--- config.mk ---
export PLATFORM = sky130hd
export DESIGN_NAME = key_typematic_repeat_tracker_top
export DESIGN_NICKNAME = d
export VERILOG_FILES = /design/src/design/ktrt_pkg.sv /design/src/design/ktrt_ram.sv /design/src/design/ktrt_rem_div.sv /design/src/design/ktrt_datapath.sv /design/src/design/ktrt_ctrl.sv /design/src/design/key_typematic_repeat_tracker_top.sv
export VERILOG_INCLUDE_DIRS = /design/src /design/src/design
export SDC_FILE = /design/constraint.sdc
export NUM_CORES = 1
export LEC_CHECK = 0
export ABC_CLOCK_PERIOD_IN_PS = 5260
export BUFFER_PORTS_ARGS = -buffer_cell sky130_fd_sc_hd__buf_2
export CORE_MARGIN = 2
export CORE_UTILIZATION = 60
export DETAILED_ROUTE_END_ITERATION = 7
export MAX_ROUTING_LAYER = met4
export PLACE_DENSITY_LB_ADDON = 0.08
export SLEW_MARGIN = 10
export SYNTH_ARGS = -nofsm -noshare
export SYNTH_HDL_FRONTEND = slang
export SYNTH_SLANG_ARGS = --single-unit
--- constraint.sdc ---
create_clock -name clk -period 5.26 [get_ports clk]
set_clock_uncertainty 0.05 [all_clocks]
set_input_delay 0.263 -clock clk [delete_from_list [all_inputs] [get_ports clk]]
set_output_delay 0.263 -clock clk [all_outputs]
set_load 0.03 [all_outputs]
--- src/design/key_typematic_repeat_tracker_top_macros.svh ---
// assertion macros for the typematic repeat tracker
`ifndef KEY_TYPEMATIC_REPEAT_TRACKER_TOP_MACROS_SVH
`define KEY_TYPEMATIC_REPEAT_TRACKER_TOP_MACROS_SVH

`ifndef SYNTH
// same-cycle implication, sampled on clk, off during reset
`define KTRT_ASSERT_IMPL(lbl, ante, cons) \
    lbl: assert property (@(posedge clk) disable iff (!rst_n) (ante) |-> (cons)) \
        else $error("ktrt same-cycle check failed");
// next-cycle implication, sampled on clk, off during reset
`define KTRT_ASSERT_NEXT(lbl, ante, cons) \
    lbl: assert property (@(posedge clk) disable iff (!rst_n) (ante) |=> (cons)) \
        else $error("ktrt next-cycle check failed");
`else
`define KTRT_ASSERT_IMPL(lbl, ante, cons)
`define KTRT_ASSERT_NEXT(lbl, ante, cons)
`endif

`endif

--- src/design/ktrt_pkg.sv ---
// shared types, codes and constants of the typematic repeat tracker
package ktrt_pkg;

    // field widths
    localparam int KEY_W   = 9;
    localparam int TIME_W  = 32;
    localparam int DUR_W   = 16;
    localparam int DT_W    = 10;
    localparam int APB_AW  = 4;
    localparam int APB_DW  = 32;

    // key codes at or above this are ignored
    localparam int KEY_LIMIT = 512;

    // repeat events per tick
    localparam int MAX_OUT = 16;
    localparam int NOUT_W  = 5;

    // request codes
    localparam logic [1:0] REQ_PRESS   = 2'd0;
    localparam logic [1:0] REQ_RELEASE = 2'd1;
    localparam logic [1:0] REQ_TICK    = 2'd2;

    // event codes
    localparam logic [1:0] EV_PRESSED  = 2'd0;
    localparam logic [1:0] EV_RELEASED = 2'd1;
    localparam logic [1:0] EV_REPEAT   = 2'd2;
    localparam logic [1:0] EV_DROPPED  = 2'd3;

    // register indexes
    localparam logic [1:0] REG_DELAY  = 2'd0;
    localparam logic [1:0] REG_PERIOD = 2'd1;
    localparam logic [1:0] REG_CAPS   = 2'd2;

    // register reset values
    localparam logic [DUR_W-1:0] DELAY_RST  = 16'd500;
    localparam logic [DUR_W-1:0] PERIOD_RST = 16'd50;
    localparam logic [KEY_W-1:0] CAPS_RST   = 9'd280;

    typedef struct packed {
        logic [1:0]       req_type;
        logic [KEY_W-1:0] key_code;
        logic [DT_W-1:0]  elapsed_ms;
    } ktrt_in_t;

    typedef struct packed {
        logic [1:0]       event_kind;
        logic [KEY_W-1:0] event_key;
        logic             caps_on;
        logic             last_event;
    } ktrt_out_t;

    typedef struct packed {
        logic [DUR_W-1:0] delay;
        logic [DUR_W-1:0] period;
        logic [KEY_W-1:0] caps_key;
    } ktrt_cfg_t;

    // one slot of the held-key table
    typedef struct packed {
        logic [KEY_W-1:0]  code;
        logic [TIME_W-1:0] hold_ms;
    } ktrt_entry_t;

    // controller to datapath
    typedef struct packed {
        logic load_req;
        logic idx_inc;
        logic scan_chk;
        logic tick_upd;
        logic dec_step;
        logic finish;
        logic flush;
    } ktrt_cmd_t;

    // datapath to controller
    typedef struct packed {
        logic is_tick;
        logic is_noop;
        logic entry_valid;
        logic code_match;
        logic idx_last;
        logic old_above;
        logic div_busy;
        logic emit_wait;
        logic pend_valid;
        logic out_free;
    } ktrt_status_t;

endpackage

--- src/design/ktrt_ram.sv ---
// generic single-write, single-read ram with registered read data
module ktrt_ram #(
    parameter int WIDTH = 8,
    parameter int DEPTH = 16
) (
    input  logic                                     clk,
    input  logic                                     we,
    input  logic [((DEPTH > 1) ? $clog2(DEPTH) : 1)-1:0] waddr,
    input  logic [WIDTH-1:0]                         wdata,
    input  logic [((DEPTH > 1) ? $clog2(DEPTH) : 1)-1:0] raddr,
    output logic [WIDTH-1:0]                         rdata
);

    logic [WIDTH-1:0] mem_reg [DEPTH];
    logic [WIDTH-1:0] rdata_reg;

    // write port and registered read port
    always_ff @(posedge clk)
    begin
        if (we)
        begin
            mem_reg[waddr] <= wdata;
        end
        rdata_reg <= mem_reg[raddr];
    end

    assign rdata = rdata_reg;

endmodule

--- src/design/ktrt_rem_div.sv ---
// bit-serial remainder unit: one restoring step per cycle
module ktrt_rem_div import ktrt_pkg::*; (
    input  logic              clk,
    input  logic              rst_n,
    input  logic              start,
    input  logic [TIME_W-1:0] num,
    input  logic [DUR_W-1:0]  den,
    output logic              busy,
    output logic [DUR_W-1:0]  rem
);

    localparam int CNT_W = $clog2(TIME_W);

    logic              busy_reg, busy_next;
    logic [CNT_W-1:0]  cnt_reg, cnt_next;
    logic [TIME_W-1:0] num_reg, num_next;
    logic [DUR_W-1:0]  den_reg, den_next;
    logic [DUR_W-1:0]  rem_reg, rem_next;
    logic [DUR_W:0]    shifted;
    logic [DUR_W:0]    diff;

    // shift in the next numerator bit and trial subtract
    assign shifted = {rem_reg, num_reg[TIME_W-1]};
    assign diff    = shifted - {1'b0, den_reg};

    always_comb
    begin
        busy_next = busy_reg;
        cnt_next  = cnt_reg;
        num_next  = num_reg;
        den_next  = den_reg;
        rem_next  = rem_reg;
        if (start)
        begin
            busy_next = 1'b1;
            cnt_next  = CNT_W'(TIME_W - 1);
            num_next  = num;
            den_next  = den;
            rem_next  = '0;
        end
        else if (busy_reg)
        begin
            rem_next = (shifted >= {1'b0, den_reg}) ? diff[DUR_W-1:0] : shifted[DUR_W-1:0];
            num_next = {num_reg[TIME_W-2:0], 1'b0};
            if (cnt_reg == '0)
            begin
                busy_next = 1'b0;
            end
            else
            begin
                cnt_next = cnt_reg - CNT_W'(1);
            end
        end
    end

    // control state
    always_ff @(posedge clk or negedge rst_n)
    begin
        if (!rst_n)
        begin
            busy_reg <= 1'b0;
            cnt_reg  <= '0;
        end
        else
        begin
            busy_reg <= busy_next;
            cnt_reg  <= cnt_next;
        end
    end

    // operands and partial remainder
    always_ff @(posedge clk)
    begin
        num_reg <= num_next;
        den_reg <= den_next;
        rem_reg <= rem_next;
    end

    assign busy = busy_reg;
    assign rem  = rem_reg;

endmodule

--- src/design/ktrt_datapath.sv ---
// held-key table, hold-time update, repeat test and result staging
module ktrt_datapath import ktrt_pkg::*; #(
    parameter int MAX_HELD = 16
) (
    input  logic         clk,
    input  logic         rst_n,
    input  ktrt_in_t     in_data,
    input  ktrt_cfg_t    cfg,
    input  ktrt_cmd_t    cmd,
    output ktrt_status_t st,
    output logic         out_valid,
    input  logic         out_stall,
    output ktrt_out_t    out_data
);

    localparam int IDX_W   = (MAX_HELD > 1) ? $clog2(MAX_HELD) : 1;
    localparam int ENTRY_W = $bits(ktrt_entry_t);

    // captured request
    logic [1:0]        req_type_reg, req_type_next;
    logic [KEY_W-1:0]  key_reg, key_next;
    logic [DT_W-1:0]   dt_reg, dt_next;

    // table scan state
    logic              caps_reg, caps_next;
    logic [MAX_HELD-1:0] valid_reg, valid_next;
    logic [IDX_W-1:0]  idx_reg, idx_next;
    logic [IDX_W-1:0]  free_idx_reg, free_idx_next;
    logic [IDX_W-1:0]  match_idx_reg, match_idx_next;
    logic              free_found_reg, free_found_next;
    logic              match_reg, match_next;
    logic [NOUT_W-1:0] n_reg, n_next;

    // per-entry repeat test
    logic [KEY_W-1:0]  cur_code_reg, cur_code_next;
    logic [DT_W-1:0]   delta_reg, delta_next;
    logic              use_div_reg, use_div_next;
    logic              inc_direct_reg, inc_direct_next;

    // pending result and output register
    logic              pend_valid_reg, pend_valid_next;
    logic [1:0]        pend_kind_reg, pend_kind_next;
    logic [KEY_W-1:0]  pend_key_reg, pend_key_next;
    logic              out_valid_reg, out_valid_next;
    ktrt_out_t         out_data_reg, out_data_next;

    // table ram
    logic               ram_we;
    logic [IDX_W-1:0]   ram_waddr;
    ktrt_entry_t        ram_wentry;
    logic [ENTRY_W-1:0] ram_rdata;
    ktrt_entry_t        rd_entry;

    logic [DUR_W-1:0]  per_eff;
    logic [TIME_W-1:0] old_t;
    logic [TIME_W:0]   sum_t;
    logic [TIME_W-1:0] new_t;
    logic [TIME_W-1:0] step_t;
    logic              old_above;
    logic              inc_direct;
    logic [TIME_W-1:0] div_num;
    logic              div_start;
    logic              div_busy;
    logic [DUR_W-1:0]  div_rem;
    logic              inc_div;
    logic              want;
    logic              out_free;
    logic              is_press;
    logic              is_release;
    logic              is_tick;
    logic              key_ok;
    logic              caps_hit;
    logic              push_dec;
    logic              push_fin;

    ktrt_ram #(
        .WIDTH (ENTRY_W),
        .DEPTH (MAX_HELD)
    ) u_table (
        .clk   (clk),
        .we    (ram_we),
        .waddr (ram_waddr),
        .wdata (ram_wentry),
        .raddr (idx_reg),
        .rdata (ram_rdata)
    );

    ktrt_rem_div u_rem_div (
        .clk   (clk),
        .rst_n (rst_n),
        .start (div_start),
        .num   (div_num),
        .den   (per_eff),
        .busy  (div_busy),
        .rem   (div_rem)
    );

    // request decode
    assign is_press   = (req_type_reg == REQ_PRESS);
    assign is_release = (req_type_reg == REQ_RELEASE);
    assign is_tick    = (req_type_reg == REQ_TICK);
    assign key_ok     = ({1'b0, key_reg} < (KEY_W + 1)'(KEY_LIMIT));
    assign caps_hit   = (in_data.req_type == REQ_PRESS)
                     && ({1'b0, in_data.key_code} < (KEY_W + 1)'(KEY_LIMIT))
                     && (in_data.key_code == cfg.caps_key);

    // hold-time update with saturation
    assign rd_entry  = ktrt_entry_t'(ram_rdata);
    assign per_eff   = (cfg.period == '0) ? DUR_W'(1) : cfg.period;
    assign old_t     = rd_entry.hold_ms;
    assign sum_t     = {1'b0, old_t} + (TIME_W + 1)'(dt_reg);
    assign new_t     = sum_t[TIME_W] ? '1 : sum_t[TIME_W-1:0];
    assign step_t    = new_t - old_t;
    assign old_above = (old_t > TIME_W'(cfg.delay));

    // below the delay: first repeat when new time reaches delay plus period
    assign inc_direct = ({1'b0, new_t}
                         >= ((TIME_W + 1)'(cfg.delay) + (TIME_W + 1)'(per_eff)));

    // past the delay: phase within the period plus the step crosses a boundary
    assign div_num   = old_t - TIME_W'(cfg.delay);
    assign div_start = cmd.tick_upd && old_above;
    assign inc_div   = (((DUR_W + 1)'(div_rem) + (DUR_W + 1)'(delta_reg))
                        >= (DUR_W + 1)'(per_eff));

    assign want     = (use_div_reg ? inc_div : inc_direct_reg)
                   && (n_reg < NOUT_W'(MAX_OUT));
    assign out_free = !out_valid_reg || !out_stall;
    assign push_dec = cmd.dec_step && want && pend_valid_reg;
    assign push_fin = cmd.flush && pend_valid_reg && out_free;

    // table write: hold-time update or new key
    always_comb
    begin
        if (cmd.tick_upd)
        begin
            ram_we     = 1'b1;
            ram_waddr  = idx_reg;
            ram_wentry = '{code: rd_entry.code, hold_ms: new_t};
        end
        else
        begin
            ram_we     = cmd.finish && is_press && !match_reg && free_found_reg;
            ram_waddr  = free_idx_reg;
            ram_wentry = '{code: key_reg, hold_ms: '0};
        end
    end

    // next-state logic
    always_comb
    begin
        req_type_next   = req_type_reg;
        key_next        = key_reg;
        dt_next         = dt_reg;
        caps_next       = caps_reg;
        valid_next      = valid_reg;
        idx_next        = idx_reg;
        free_idx_next   = free_idx_reg;
        match_idx_next  = match_idx_reg;
        free_found_next = free_found_reg;
        match_next      = match_reg;
        n_next          = n_reg;
        cur_code_next   = cur_code_reg;
        delta_next      = delta_reg;
        use_div_next    = use_div_reg;
        inc_direct_next = inc_direct_reg;
        pend_valid_next = pend_valid_reg;
        pend_kind_next  = pend_kind_reg;
        pend_key_next   = pend_key_reg;
        out_valid_next  = out_valid_reg;
        out_data_next   = out_data_reg;

        // new request
        if (cmd.load_req)
        begin
            req_type_next   = in_data.req_type;
            key_next        = in_data.key_code;
            dt_next         = in_data.elapsed_ms;
            idx_next        = '0;
            free_found_next = 1'b0;
            match_next      = 1'b0;
            n_next          = '0;
            if (caps_hit)
            begin
                caps_next = !caps_reg;
            end
        end

        if (cmd.idx_inc)
        begin
            idx_next = idx_reg + IDX_W'(1);
        end

        // key search and first free slot
        if (cmd.scan_chk)
        begin
            if (valid_reg[idx_reg] && (rd_entry.code == key_reg))
            begin
                match_next     = 1'b1;
                match_idx_next = idx_reg;
            end
            if (is_press && !valid_reg[idx_reg] && !free_found_reg)
            begin
                free_found_next = 1'b1;
                free_idx_next   = idx_reg;
            end
        end

        // capture the repeat test for this entry
        if (cmd.tick_upd)
        begin
            cur_code_next   = rd_entry.code;
            delta_next      = step_t[DT_W-1:0];
            use_div_next    = old_above;
            inc_direct_next = inc_direct;
        end

        // repeat event becomes the pending result
        if (cmd.dec_step && want)
        begin
            pend_valid_next = 1'b1;
            pend_kind_next  = EV_REPEAT;
            pend_key_next   = cur_code_reg;
            n_next          = n_reg + NOUT_W'(1);
        end

        // press or release outcome
        if (cmd.finish)
        begin
            if (is_press && !match_reg)
            begin
                pend_valid_next = 1'b1;
                pend_key_next   = key_reg;
                if (free_found_reg)
                begin
                    pend_kind_next            = EV_PRESSED;
                    valid_next[free_idx_reg]  = 1'b1;
                end
                else
                begin
                    pend_kind_next = EV_DROPPED;
                end
            end
            if (is_release)
            begin
                pend_valid_next = 1'b1;
                pend_kind_next  = EV_RELEASED;
                pend_key_next   = key_reg;
                if (match_reg)
                begin
                    valid_next[match_idx_reg] = 1'b0;
                end
            end
        end

        if (push_fin)
        begin
            pend_valid_next = 1'b0;
        end

        // output register
        if (push_dec || push_fin)
        begin
            out_valid_next = 1'b1;
            out_data_next  = '{event_kind: pend_kind_reg, event_key: pend_key_reg,
                               caps_on: caps_reg, last_event: push_fin};
        end
        else if (out_free)
        begin
            out_valid_next = 1'b0;
        end
    end

    // control state
    always_ff @(posedge clk or negedge rst_n)
    begin
        if (!rst_n)
        begin
            req_type_reg   <= REQ_PRESS;
            caps_reg       <= 1'b0;
            valid_reg      <= '0;
            idx_reg        <= '0;
            free_found_reg <= 1'b0;
            match_reg      <= 1'b0;
            n_reg          <= '0;
            use_div_reg    <= 1'b0;
            inc_direct_reg <= 1'b0;
            pend_valid_reg <= 1'b0;
            out_valid_reg  <= 1'b0;
        end
        else
        begin
            req_type_reg   <= req_type_next;
            caps_reg       <= caps_next;
            valid_reg      <= valid_next;
            idx_reg        <= idx_next;
            free_found_reg <= free_found_next;
            match_reg      <= match_next;
            n_reg          <= n_next;
            use_div_reg    <= use_div_next;
            inc_direct_reg <= inc_direct_next;
            pend_valid_reg <= pend_valid_next;
            out_valid_reg  <= out_valid_next;
        end
    end

    // payload
    always_ff @(posedge clk)
    begin
        key_reg       <= key_next;
        dt_reg        <= dt_next;
        free_idx_reg  <= free_idx_next;
        match_idx_reg <= match_idx_next;
        cur_code_reg  <= cur_code_next;
        delta_reg     <= delta_next;
        pend_kind_reg <= pend_kind_next;
        pend_key_reg  <= pend_key_next;
        out_data_reg  <= out_data_next;
    end

    // status to the controller
    always_comb
    begin
        st.is_tick     = is_tick;
        st.is_noop     = !is_tick && !((is_press || is_release) && key_ok);
        st.entry_valid = valid_reg[idx_reg];
        st.code_match  = (rd_entry.code == key_reg);
        st.idx_last    = (idx_reg == IDX_W'(MAX_HELD - 1));
        st.old_above   = old_above;
        st.div_busy    = div_busy;
        st.emit_wait   = want && pend_valid_reg && !out_free;
        st.pend_valid  = pend_valid_reg;
        st.out_free    = out_free;
    end

    assign out_valid = out_valid_reg;
    assign out_data  = out_data_reg;

endmodule

--- src/design/ktrt_ctrl.sv ---
// sequencer for table scans, tick updates and result flushing
module ktrt_ctrl import ktrt_pkg::*; (
    input  logic         clk,
    input  logic         rst_n,
    input  logic         in_valid,
    output logic         in_stall,
    input  ktrt_status_t st,
    output ktrt_cmd_t    cmd
);

    typedef enum logic [6:0] {
        S_IDLE  = 7'b0000001,
        S_RD    = 7'b0000010,
        S_CHK   = 7'b0000100,
        S_DIV   = 7'b0001000,
        S_DEC   = 7'b0010000,
        S_FIN   = 7'b0100000,
        S_FLUSH = 7'b1000000
    } ktrt_state_t;

    ktrt_state_t state_reg, state_next;

    // next state and commands
    always_comb
    begin
        state_next = state_reg;
        cmd        = '0;
        unique case (state_reg)
            S_IDLE:
            begin
                if (in_valid)
                begin
                    cmd.load_req = 1'b1;
                    state_next   = S_RD;
                end
            end
            S_RD:
            begin
                state_next = st.is_noop ? S_IDLE : S_CHK;
            end
            S_CHK:
            begin
                if (st.is_tick)
                begin
                    if (st.entry_valid)
                    begin
                        cmd.tick_upd = 1'b1;
                        state_next   = st.old_above ? S_DIV : S_DEC;
                    end
                    else if (st.idx_last)
                    begin
                        state_next = S_FIN;
                    end
                    else
                    begin
                        cmd.idx_inc = 1'b1;
                        state_next  = S_RD;
                    end
                end
                else
                begin
                    cmd.scan_chk = 1'b1;
                    if ((st.entry_valid && st.code_match) || st.idx_last)
                    begin
                        state_next = S_FIN;
                    end
                    else
                    begin
                        cmd.idx_inc = 1'b1;
                        state_next  = S_RD;
                    end
                end
            end
            S_DIV:
            begin
                if (!st.div_busy)
                begin
                    state_next = S_DEC;
                end
            end
            S_DEC:
            begin
                if (!st.emit_wait)
                begin
                    cmd.dec_step = 1'b1;
                    if (st.idx_last)
                    begin
                        state_next = S_FIN;
                    end
                    else
                    begin
                        cmd.idx_inc = 1'b1;
                        state_next  = S_RD;
                    end
                end
            end
            S_FIN:
            begin
                cmd.finish = 1'b1;
                state_next = S_FLUSH;
            end
            S_FLUSH:
            begin
                if (!(st.pend_valid && !st.out_free))
                begin
                    cmd.flush  = 1'b1;
                    state_next = S_IDLE;
                end
            end
            default:
            begin
                state_next = S_IDLE;
            end
        endcase
    end

    always_ff @(posedge clk or negedge rst_n)
    begin
        if (!rst_n)
        begin
            state_reg <= S_IDLE;
        end
        else
        begin
            state_reg <= state_next;
        end
    end

    assign in_stall = (state_reg != S_IDLE);

endmodule

--- src/design/key_typematic_repeat_tracker_top.sv ---
// top level of the typematic repeat tracker: register port, controller, datapath
//
// Requests enter on in_valid/in_stall/in_data: press, release or time tick.
// Events leave on out_valid/out_stall/out_data, one request giving zero or
// more events; the last event of a request carries last_event.
// Settings (repeat delay, repeat period, caps key) sit behind an APB-style
// port at byte addresses 0, 4 and 8; the user must write them while the block
// is idle, which the block itself does not enforce. One request is worked at
// a time; in_stall is high until it is finished. Press or release: the table
// is searched slot by slot, each slot read (S_RD) then checked (S_CHK), until
// the key is found or the last slot is checked; S_FIN and S_FLUSH follow.
// Tick: each slot is read and checked; a held key is tested in S_DEC, a key
// already repeating first waiting in S_DIV on the 32-step remainder unit.
// Events pass through a one-deep staging register and an output register;
// a stalled receiver holds out_data and the block waits before each push.
// Reset empties the table, clears caps lock and loads the default settings;
// no clearing pass is needed.
`include "key_typematic_repeat_tracker_top_macros.svh"

module key_typematic_repeat_tracker_top import ktrt_pkg::*; #(
    parameter int MAX_HELD = 16
) (
    input  logic              clk,
    input  logic              rst_n,
    input  logic              in_valid,
    output logic              in_stall,
    input  ktrt_in_t          in_data,
    output logic              out_valid,
    input  logic              out_stall,
    output ktrt_out_t         out_data,
    input  logic              psel,
    input  logic              penable,
    input  logic              pwrite,
    input  logic [APB_AW-1:0] paddr,
    input  logic [APB_DW-1:0] pwdata,
    output logic [APB_DW-1:0] prdata,
    output logic              pready
);

    logic [DUR_W-1:0] delay_reg, delay_next;
    logic [DUR_W-1:0] period_reg, period_next;
    logic [KEY_W-1:0] caps_key_reg, caps_key_next;
    logic             cfg_write;
    ktrt_cfg_t        cfg;
    ktrt_cmd_t        dp_cmd;
    ktrt_status_t     dp_st;

    // register writes
    assign cfg_write = psel && penable && pwrite;
    assign pready    = 1'b1;

    always_comb
    begin
        delay_next    = delay_reg;
        period_next   = period_reg;
        caps_key_next = caps_key_reg;
        if (cfg_write)
        begin
            unique case (paddr[3:2])
                REG_DELAY:  delay_next    = pwdata[DUR_W-1:0];
                REG_PERIOD: period_next   = pwdata[DUR_W-1:0];
                REG_CAPS:   caps_key_next = pwdata[KEY_W-1:0];
                default:    ;
            endcase
        end
    end

    always_ff @(posedge clk or negedge rst_n)
    begin
        if (!rst_n)
        begin
            delay_reg    <= DELAY_RST;
            period_reg   <= PERIOD_RST;
            caps_key_reg <= CAPS_RST;
        end
        else
        begin
            delay_reg    <= delay_next;
            period_reg   <= period_next;
            caps_key_reg <= caps_key_next;
        end
    end

    // register reads
    always_comb
    begin
        unique case (paddr[3:2])
            REG_DELAY:  prdata = APB_DW'(delay_reg);
            REG_PERIOD: prdata = APB_DW'(period_reg);
            REG_CAPS:   prdata = APB_DW'(caps_key_reg);
            default:    prdata = '0;
        endcase
    end

    assign cfg = '{delay: delay_reg, period: period_reg, caps_key: caps_key_reg};

    ktrt_ctrl u_ctrl (
        .clk      (clk),
        .rst_n    (rst_n),
        .in_valid (in_valid),
        .in_stall (in_stall),
        .st       (dp_st),
        .cmd      (dp_cmd)
    );

    ktrt_datapath #(
        .MAX_HELD (MAX_HELD)
    ) u_datapath (
        .clk       (clk),
        .rst_n     (rst_n),
        .in_data   (in_data),
        .cfg       (cfg),
        .cmd       (dp_cmd),
        .st        (dp_st),
        .out_valid (out_valid),
        .out_stall (out_stall),
        .out_data  (out_data)
    );

    // a taken request keeps the input side busy in the next cycle
    `KTRT_ASSERT_NEXT(a_busy_after_accept, in_valid && !in_stall, in_stall)
    // no staged event is left behind when a new request can enter
    `KTRT_ASSERT_IMPL(a_idle_nothing_staged, !in_stall, !dp_st.pend_valid)
    // a repeating key always starts the remainder unit
    `KTRT_ASSERT_NEXT(a_div_started, dp_cmd.tick_upd && dp_st.old_above, dp_st.div_busy)

endmodule

==> metrics.txt <==
# TYPE chip_impl_metric gauge
chip_impl_metric{name="core_region_area",unit="um2"} 67400
chip_impl_info{name="crit_path_end_kind",value="flip-flop"} 1
chip_impl_info{name="top_layer_used",value="met4"} 1
chip_impl_info{name="synthMostInstantiatedCell",value="sky130_fd_sc_hd__edfxtp_1"} 1
chip_impl_metric{name="share_clk_of_total_power",unit=""} 0.348
chip_impl_metric{name="numCtsBuffers",unit=""} 93
chip_impl_metric{name="final-hold-violation-count",unit=""} 0
chip_impl_metric{name="worst-path-max-fanout",unit=""} 19
chip_impl_metric{name="fin_total_pwr",unit="mW"} 19.56
chip_impl_metric{name="synth-seq-cells",unit=""} 919
chip_impl_metric{name="grt_start_max_net_pins",unit=""} 64
chip_impl_metric{name="detailroute.wirelength.met3",unit="um"} 7168
chip_impl_info{name="startpoint_type",value="flip-flop"} 1
chip_impl_metric{name="wl_per_cell",unit="um"} 25.03
chip_impl_metric{name="layout.nets",unit=""} 3277
chip_impl_metric{name="cellPowerDensity",unit="nW/um2"} 424.3
chip_impl_info{name="tritoncts",value="yes"} 1
chip_impl_metric{name="setup_violations",unit=""} 0
chip_impl_metric{name="synth_seq_area_share",unit=""} 0.6467
chip_impl_metric{name="layout.cells.non_filler",unit=""} 4042
chip_impl_metric{name="clk_path_buf_depth",unit=""} 3
chip_impl_metric{name="synth-edff-count",unit=""} 763
chip_impl_metric{name="postSynthAreaPerCell",unit="um2"} 13.82
chip_impl_metric{name="drt_wl_total",unit="um"} 101200
chip_impl_metric{name="leakagePower",unit="nW"} 15.56
chip_impl_metric{name="tns",unit="ps"} 0
chip_impl_metric{name="syn_area",unit="um2"} 40960
chip_impl_metric{name="io_pins",unit=""} 112
chip_impl_metric{name="clock_latency",unit="ps"} 680
chip_impl_info{name="rsz0062_at_grt",value="no"} 1
chip_impl_metric{name="gr-total-overflow",unit=""} 0
chip_impl_metric{name="floorplan.die_area",unit="um2"} 70380
chip_impl_metric{name="largest_reg_flops",unit=""} 656
chip_impl_metric{name="dieWidth",unit="um"} 265.3
chip_impl_info{name="clock_tree.root_cell",value="sky130_fd_sc_hd__clkbuf_16"} 1
chip_impl_metric{name="reported_net_switching_power",unit="mW"} 5.553
chip_impl_metric{name="fin_util",unit=""} 0.6839
chip_impl_info{name="synth_top_area_cell",value="sky130_fd_sc_hd__edfxtp_1"} 1
chip_impl_metric{name="fmaxAchievable",unit="MHz"} 205.4
chip_impl_metric{name="ir_worst_vdd",unit="uV"} 305.7
chip_impl_metric{name="wl_met2",unit="um"} 47850
chip_impl_info{name="synth_ff_type",value="sky130_fd_sc_hd__edfxtp_1"} 1
chip_impl_metric{name="num_vias",unit=""} 25450
chip_impl_info{name="synthTopCellsByArea",value="sky130_fd_sc_hd__edfxtp_1, sky130_fd_sc_hd__mux4_2, sky130_fd_sc_hd__dfrtp_1, sky130_fd_sc_hd__mux2i_1, sky130_fd_sc_hd__ha_1"} 1
chip_impl_metric{name="h-tree-depth",unit=""} 3
chip_impl_metric{name="sequentialPowerShare",unit=""} 0.441
chip_impl_metric{name="grt.total_usage",unit=""} 0.2973
chip_impl_metric{name="whs",unit="ps"} 252.8
chip_impl_metric{name="number_of_placement_rows",unit=""} 95
chip_impl_metric{name="timing.critical_path.arrival",unit="ps"} 5330
chip_impl_metric{name="async_flop_share",unit=""} 0.09576
chip_impl_metric{name="routedLengthMet1",unit="um"} 43760
chip_impl_metric{name="place.detailed.hpwl",unit="um"} 63450
chip_impl_metric{name="synthesis.instances",unit=""} 2964
chip_impl_metric{name="vias_per_cell",unit=""} 6.296
chip_impl_info{name="synth.cells.most_frequent",value="sky130_fd_sc_hd__edfxtp_1, sky130_fd_sc_hd__nand2_1, sky130_fd_sc_hd__o21ai_0, sky130_fd_sc_hd__a21oi_1, sky130_fd_sc_hd__mux2i_1"} 1
chip_impl_metric{name="swShare",unit=""} 0.2839
chip_impl_metric{name="finalMaxSlewViolations",unit=""} 0
chip_impl_metric{name="cts.reportedPaths.clkPinSlew",unit="ps"} 60
chip_impl_metric{name="buffer_ports.inserted",unit=""} 76
chip_impl_metric{name="place_congestion",unit=""} 0.9115
chip_impl_metric{name="slew_margin_rel",unit=""} 0.1309
chip_impl_metric{name="final.period_utilization",unit=""} 0.9256
chip_impl_metric{name="syn_to_final_growth",unit="%"} 12.52
chip_impl_metric{name="antenna_diode_count",unit=""} 0
chip_impl_metric{name="floorplan.die.height",unit="um"} 265.3
chip_impl_metric{name="timing_worst_slew_pin_value",unit="ps"} 1304
chip_impl_info{name="worstHoldPathType",value="primary input to flip-flop"} 1
chip_impl_metric{name="route.antenna.remaining_nets",unit=""} 0
chip_impl_metric{name="floorplan.initialDensity",unit=""} 0.6078
chip_impl_metric{name="grt_first_pass_wirelength",unit="um"} 152400
chip_impl_metric{name="number_of_warnings_printed_during_yosys_synthesis",unit=""} 0
chip_impl_metric{name="intPower",unit="mW"} 14.01
chip_impl_info{name="run_status",value="completed"} 1
chip_impl_metric{name="yosys.cell_types.count",unit=""} 79
chip_impl_metric{name="drt_first_iter_violations",unit=""} 2651
chip_impl_metric{name="worst-endpoint-required",unit="ps"} 5720
chip_impl_metric{name="clock_sinks",unit=""} 919
chip_impl_metric{name="via_count_of_the_first_global_routing_pass",unit=""} 25060
chip_impl_metric{name="place_inst",unit=""} 3829
chip_impl_metric{name="comb_power_share",unit=""} 0.211
chip_impl_metric{name="antenna_violations_before_repair",unit=""} 0
chip_impl_metric{name="max-cap-violations",unit=""} 0
chip_impl_metric{name="firstDrtPassIters",unit=""} 5
chip_impl_info{name="criticalPathCategory",value="flip-flop to flip-flop"} 1
chip_impl_metric{name="drc",unit=""} 0
chip_impl_metric{name="final.min_clock_period",unit="ps"} 4869
chip_impl_metric{name="drive_above_1_share",unit=""} 0.1524
chip_impl_metric{name="netlist.area_leader.share",unit=""} 0.5593
[power by group through the flow]
stage | logic (mW) | registers, mW | clock network, mW
floorplan | 3.26 | 8.56 | 0
global placement | 3.97 | 8.76 | 0
detailed placement | 4.08 | 8.77 | 0
CTS | 4.12 | 8.62 | 6.89
global route | 4.57 | 8.66 | 7.18
finish | 4.12 | 8.63 | 6.81
[critical path: stages, from the launching register on]
cell and delay, ps:
sky130_fd_sc_hd__edfxtp_1 420, sky130_fd_sc_hd__ha_1 300, sky130_fd_sc_hd__a21o_1 170, sky130_fd_sc_hd__a21oi_1 220
sky130_fd_sc_hd__o21bai_1 100, sky130_fd_sc_hd__a21oi_1 230, sky130_fd_sc_hd__nor2b_1 70, sky130_fd_sc_hd__o21ai_0 300
sky130_fd_sc_hd__a21oi_1 150, sky130_fd_sc_hd__and4_1 230, sky130_fd_sc_hd__a211o_1 280, sky130_fd_sc_hd__ha_1 300
sky130_fd_sc_hd__nand2_1 50, sky130_fd_sc_hd__nor3_1 260, sky130_fd_sc_hd__o311ai_0 210, sky130_fd_sc_hd__o211ai_1 150
sky130_fd_sc_hd__a211oi_1 110, sky130_fd_sc_hd__buf_4 170, sky130_fd_sc_hd__nor4_2 330, sky130_fd_sc_hd__buf_4 340
sky130_fd_sc_hd__mux2i_1 230, sky130_fd_sc_hd__o21ai_0 90
[cell type report]
| cell class | instances | area, um2 |
|---|---|---|
| clock buffer | 121 | 2556 |
| clock inverter | 50 | 646.9 |
| fill | 4679 | 21300 |
| inverter | 109 | 409.1 |
| multi-input combinational | 1790 | 13600 |
| sequential | 919 | 26500 |
| tap | 873 | 1092 |
| timing repair buffer | 180 | 1281 |
[path summary, 6_finish.rpt]
path,start,to,slack [ps],depth (start not counted)
setup reg to reg,u_datapath.delta_reg[1],u_datapath.pend_key_reg[7],390,21
min in group asynchronous,rst_n,u_datapath.valid_reg[11],540,3
hold / removal,penable,delay_reg[4],250,6
max in group asynchronous,rst_n,u_datapath.idx_reg[1],3430,4
hold reg to reg,u_datapath.pend_key_reg[7],u_datapath.out_data[9],380,0
setup / recovery,u_datapath.delta_reg[1],u_datapath.pend_key_reg[7],390,21
[timing repair]
item,CTS,global route
setup endpoints to repair,0,15
hold endpoints to repair,92,0
hold buffers,42,0
gates resized for setup,0,2
buffers inserted,0,0
[cell usage in the layout, fill, tap and decap left out, types with 11 or more instances in the layout]
| cell type | synthesis | layout |
|---|---|---|
| sky130_fd_sc_hd__a21oi_1 | 162 | 153 |
| sky130_fd_sc_hd__inv_1 | 107 | 107 |
| sky130_fd_sc_hd__nor3_1 | 64 | 63 |
| sky130_fd_sc_hd__nor2_4 | 0 | 16 |
| sky130_fd_sc_hd__a21o_1 | 26 | 25 |
| sky130_fd_sc_hd__a211oi_1 | 13 | 13 |
| sky130_fd_sc_hd__nand2_1 | 262 | 261 |
| sky130_fd_sc_hd__nor2_1 | 119 | 103 |
| sky130_fd_sc_hd__nor2b_1 | 24 | 23 |
| sky130_fd_sc_hd__or3_1 | 17 | 17 |
| sky130_fd_sc_hd__and3_1 | 19 | 19 |
| sky130_fd_sc_hd__buf_4 | 19 | 62 |
| sky130_fd_sc_hd__buf_2 | 4 | 75 |
| sky130_fd_sc_hd__a31oi_1 | 19 | 19 |
| sky130_fd_sc_hd__xor2_1 | 45 | 45 |
| sky130_fd_sc_hd__dfrtp_1 | 75 | 71 |
| sky130_fd_sc_hd__a22oi_1 | 44 | 44 |
| sky130_fd_sc_hd__nand4_1 | 13 | 13 |
| sky130_fd_sc_hd__clkbuf_16 | 0 | 96 |
| sky130_fd_sc_hd__dlygate4sd3_1 | 0 | 42 |
| sky130_fd_sc_hd__mux4_2 | 86 | 86 |
| sky130_fd_sc_hd__nor4_1 | 14 | 13 |
| sky130_fd_sc_hd__clkbuf_1 | 111 | 19 |
| sky130_fd_sc_hd__o21a_1 | 20 | 20 |
| sky130_fd_sc_hd__a221oi_1 | 41 | 41 |
| sky130_fd_sc_hd__conb_1 | 2 | 17 |
| sky130_fd_sc_hd__clkinv_2 | 0 | 16 |
| sky130_fd_sc_hd__nand3_1 | 41 | 41 |
| sky130_fd_sc_hd__o21ai_0 | 207 | 207 |
| sky130_fd_sc_hd__dfstp_2 | 13 | 13 |
| sky130_fd_sc_hd__nand2b_1 | 16 | 16 |
| sky130_fd_sc_hd__mux2_2 | 54 | 54 |
| sky130_fd_sc_hd__xnor2_1 | 68 | 68 |
| sky130_fd_sc_hd__dfxtp_1 | 68 | 68 |
| sky130_fd_sc_hd__bufinv_16 | 0 | 11 |
| sky130_fd_sc_hd__ha_1 | 114 | 114 |
| sky130_fd_sc_hd__mux2i_1 | 158 | 158 |
| sky130_fd_sc_hd__clkinv_1 | 1 | 12 |
| sky130_fd_sc_hd__edfxtp_1 | 763 | 763 |
[logic make-up after synthesis]
kind of cell	count (synthesis)	share of synthesized area
compound gates	607	0.09117
xor+xnor	113	0.02416
fa+ha+maj	120	0.03775
buf+inv	270	0.02721
flops	919	0.6467
mux	298	0.1007
other cells	2	0.0001833
simple gates	635	0.07208
[routing by layer]
metal	track usage	vias to the layer above
met3	0.03842	148
met4	0.07543	0
met1	0.4232	12870
li1	-	11490
met5	-	-
met2	0.4610	946
[through the flow]
stage | setup WS [ps] | instance area (um2)
2_1_floorplan | 581.1 | 41020
3_3_place_gp | 389.8 | 42430
3_5_place_dp | 295.1 | 42430
4_1_cts | 296.4 | 46050
5_1_grt | 10.19 | 46090
6_report | 391.1 | 46090
(Power assumes the default switching activity.)
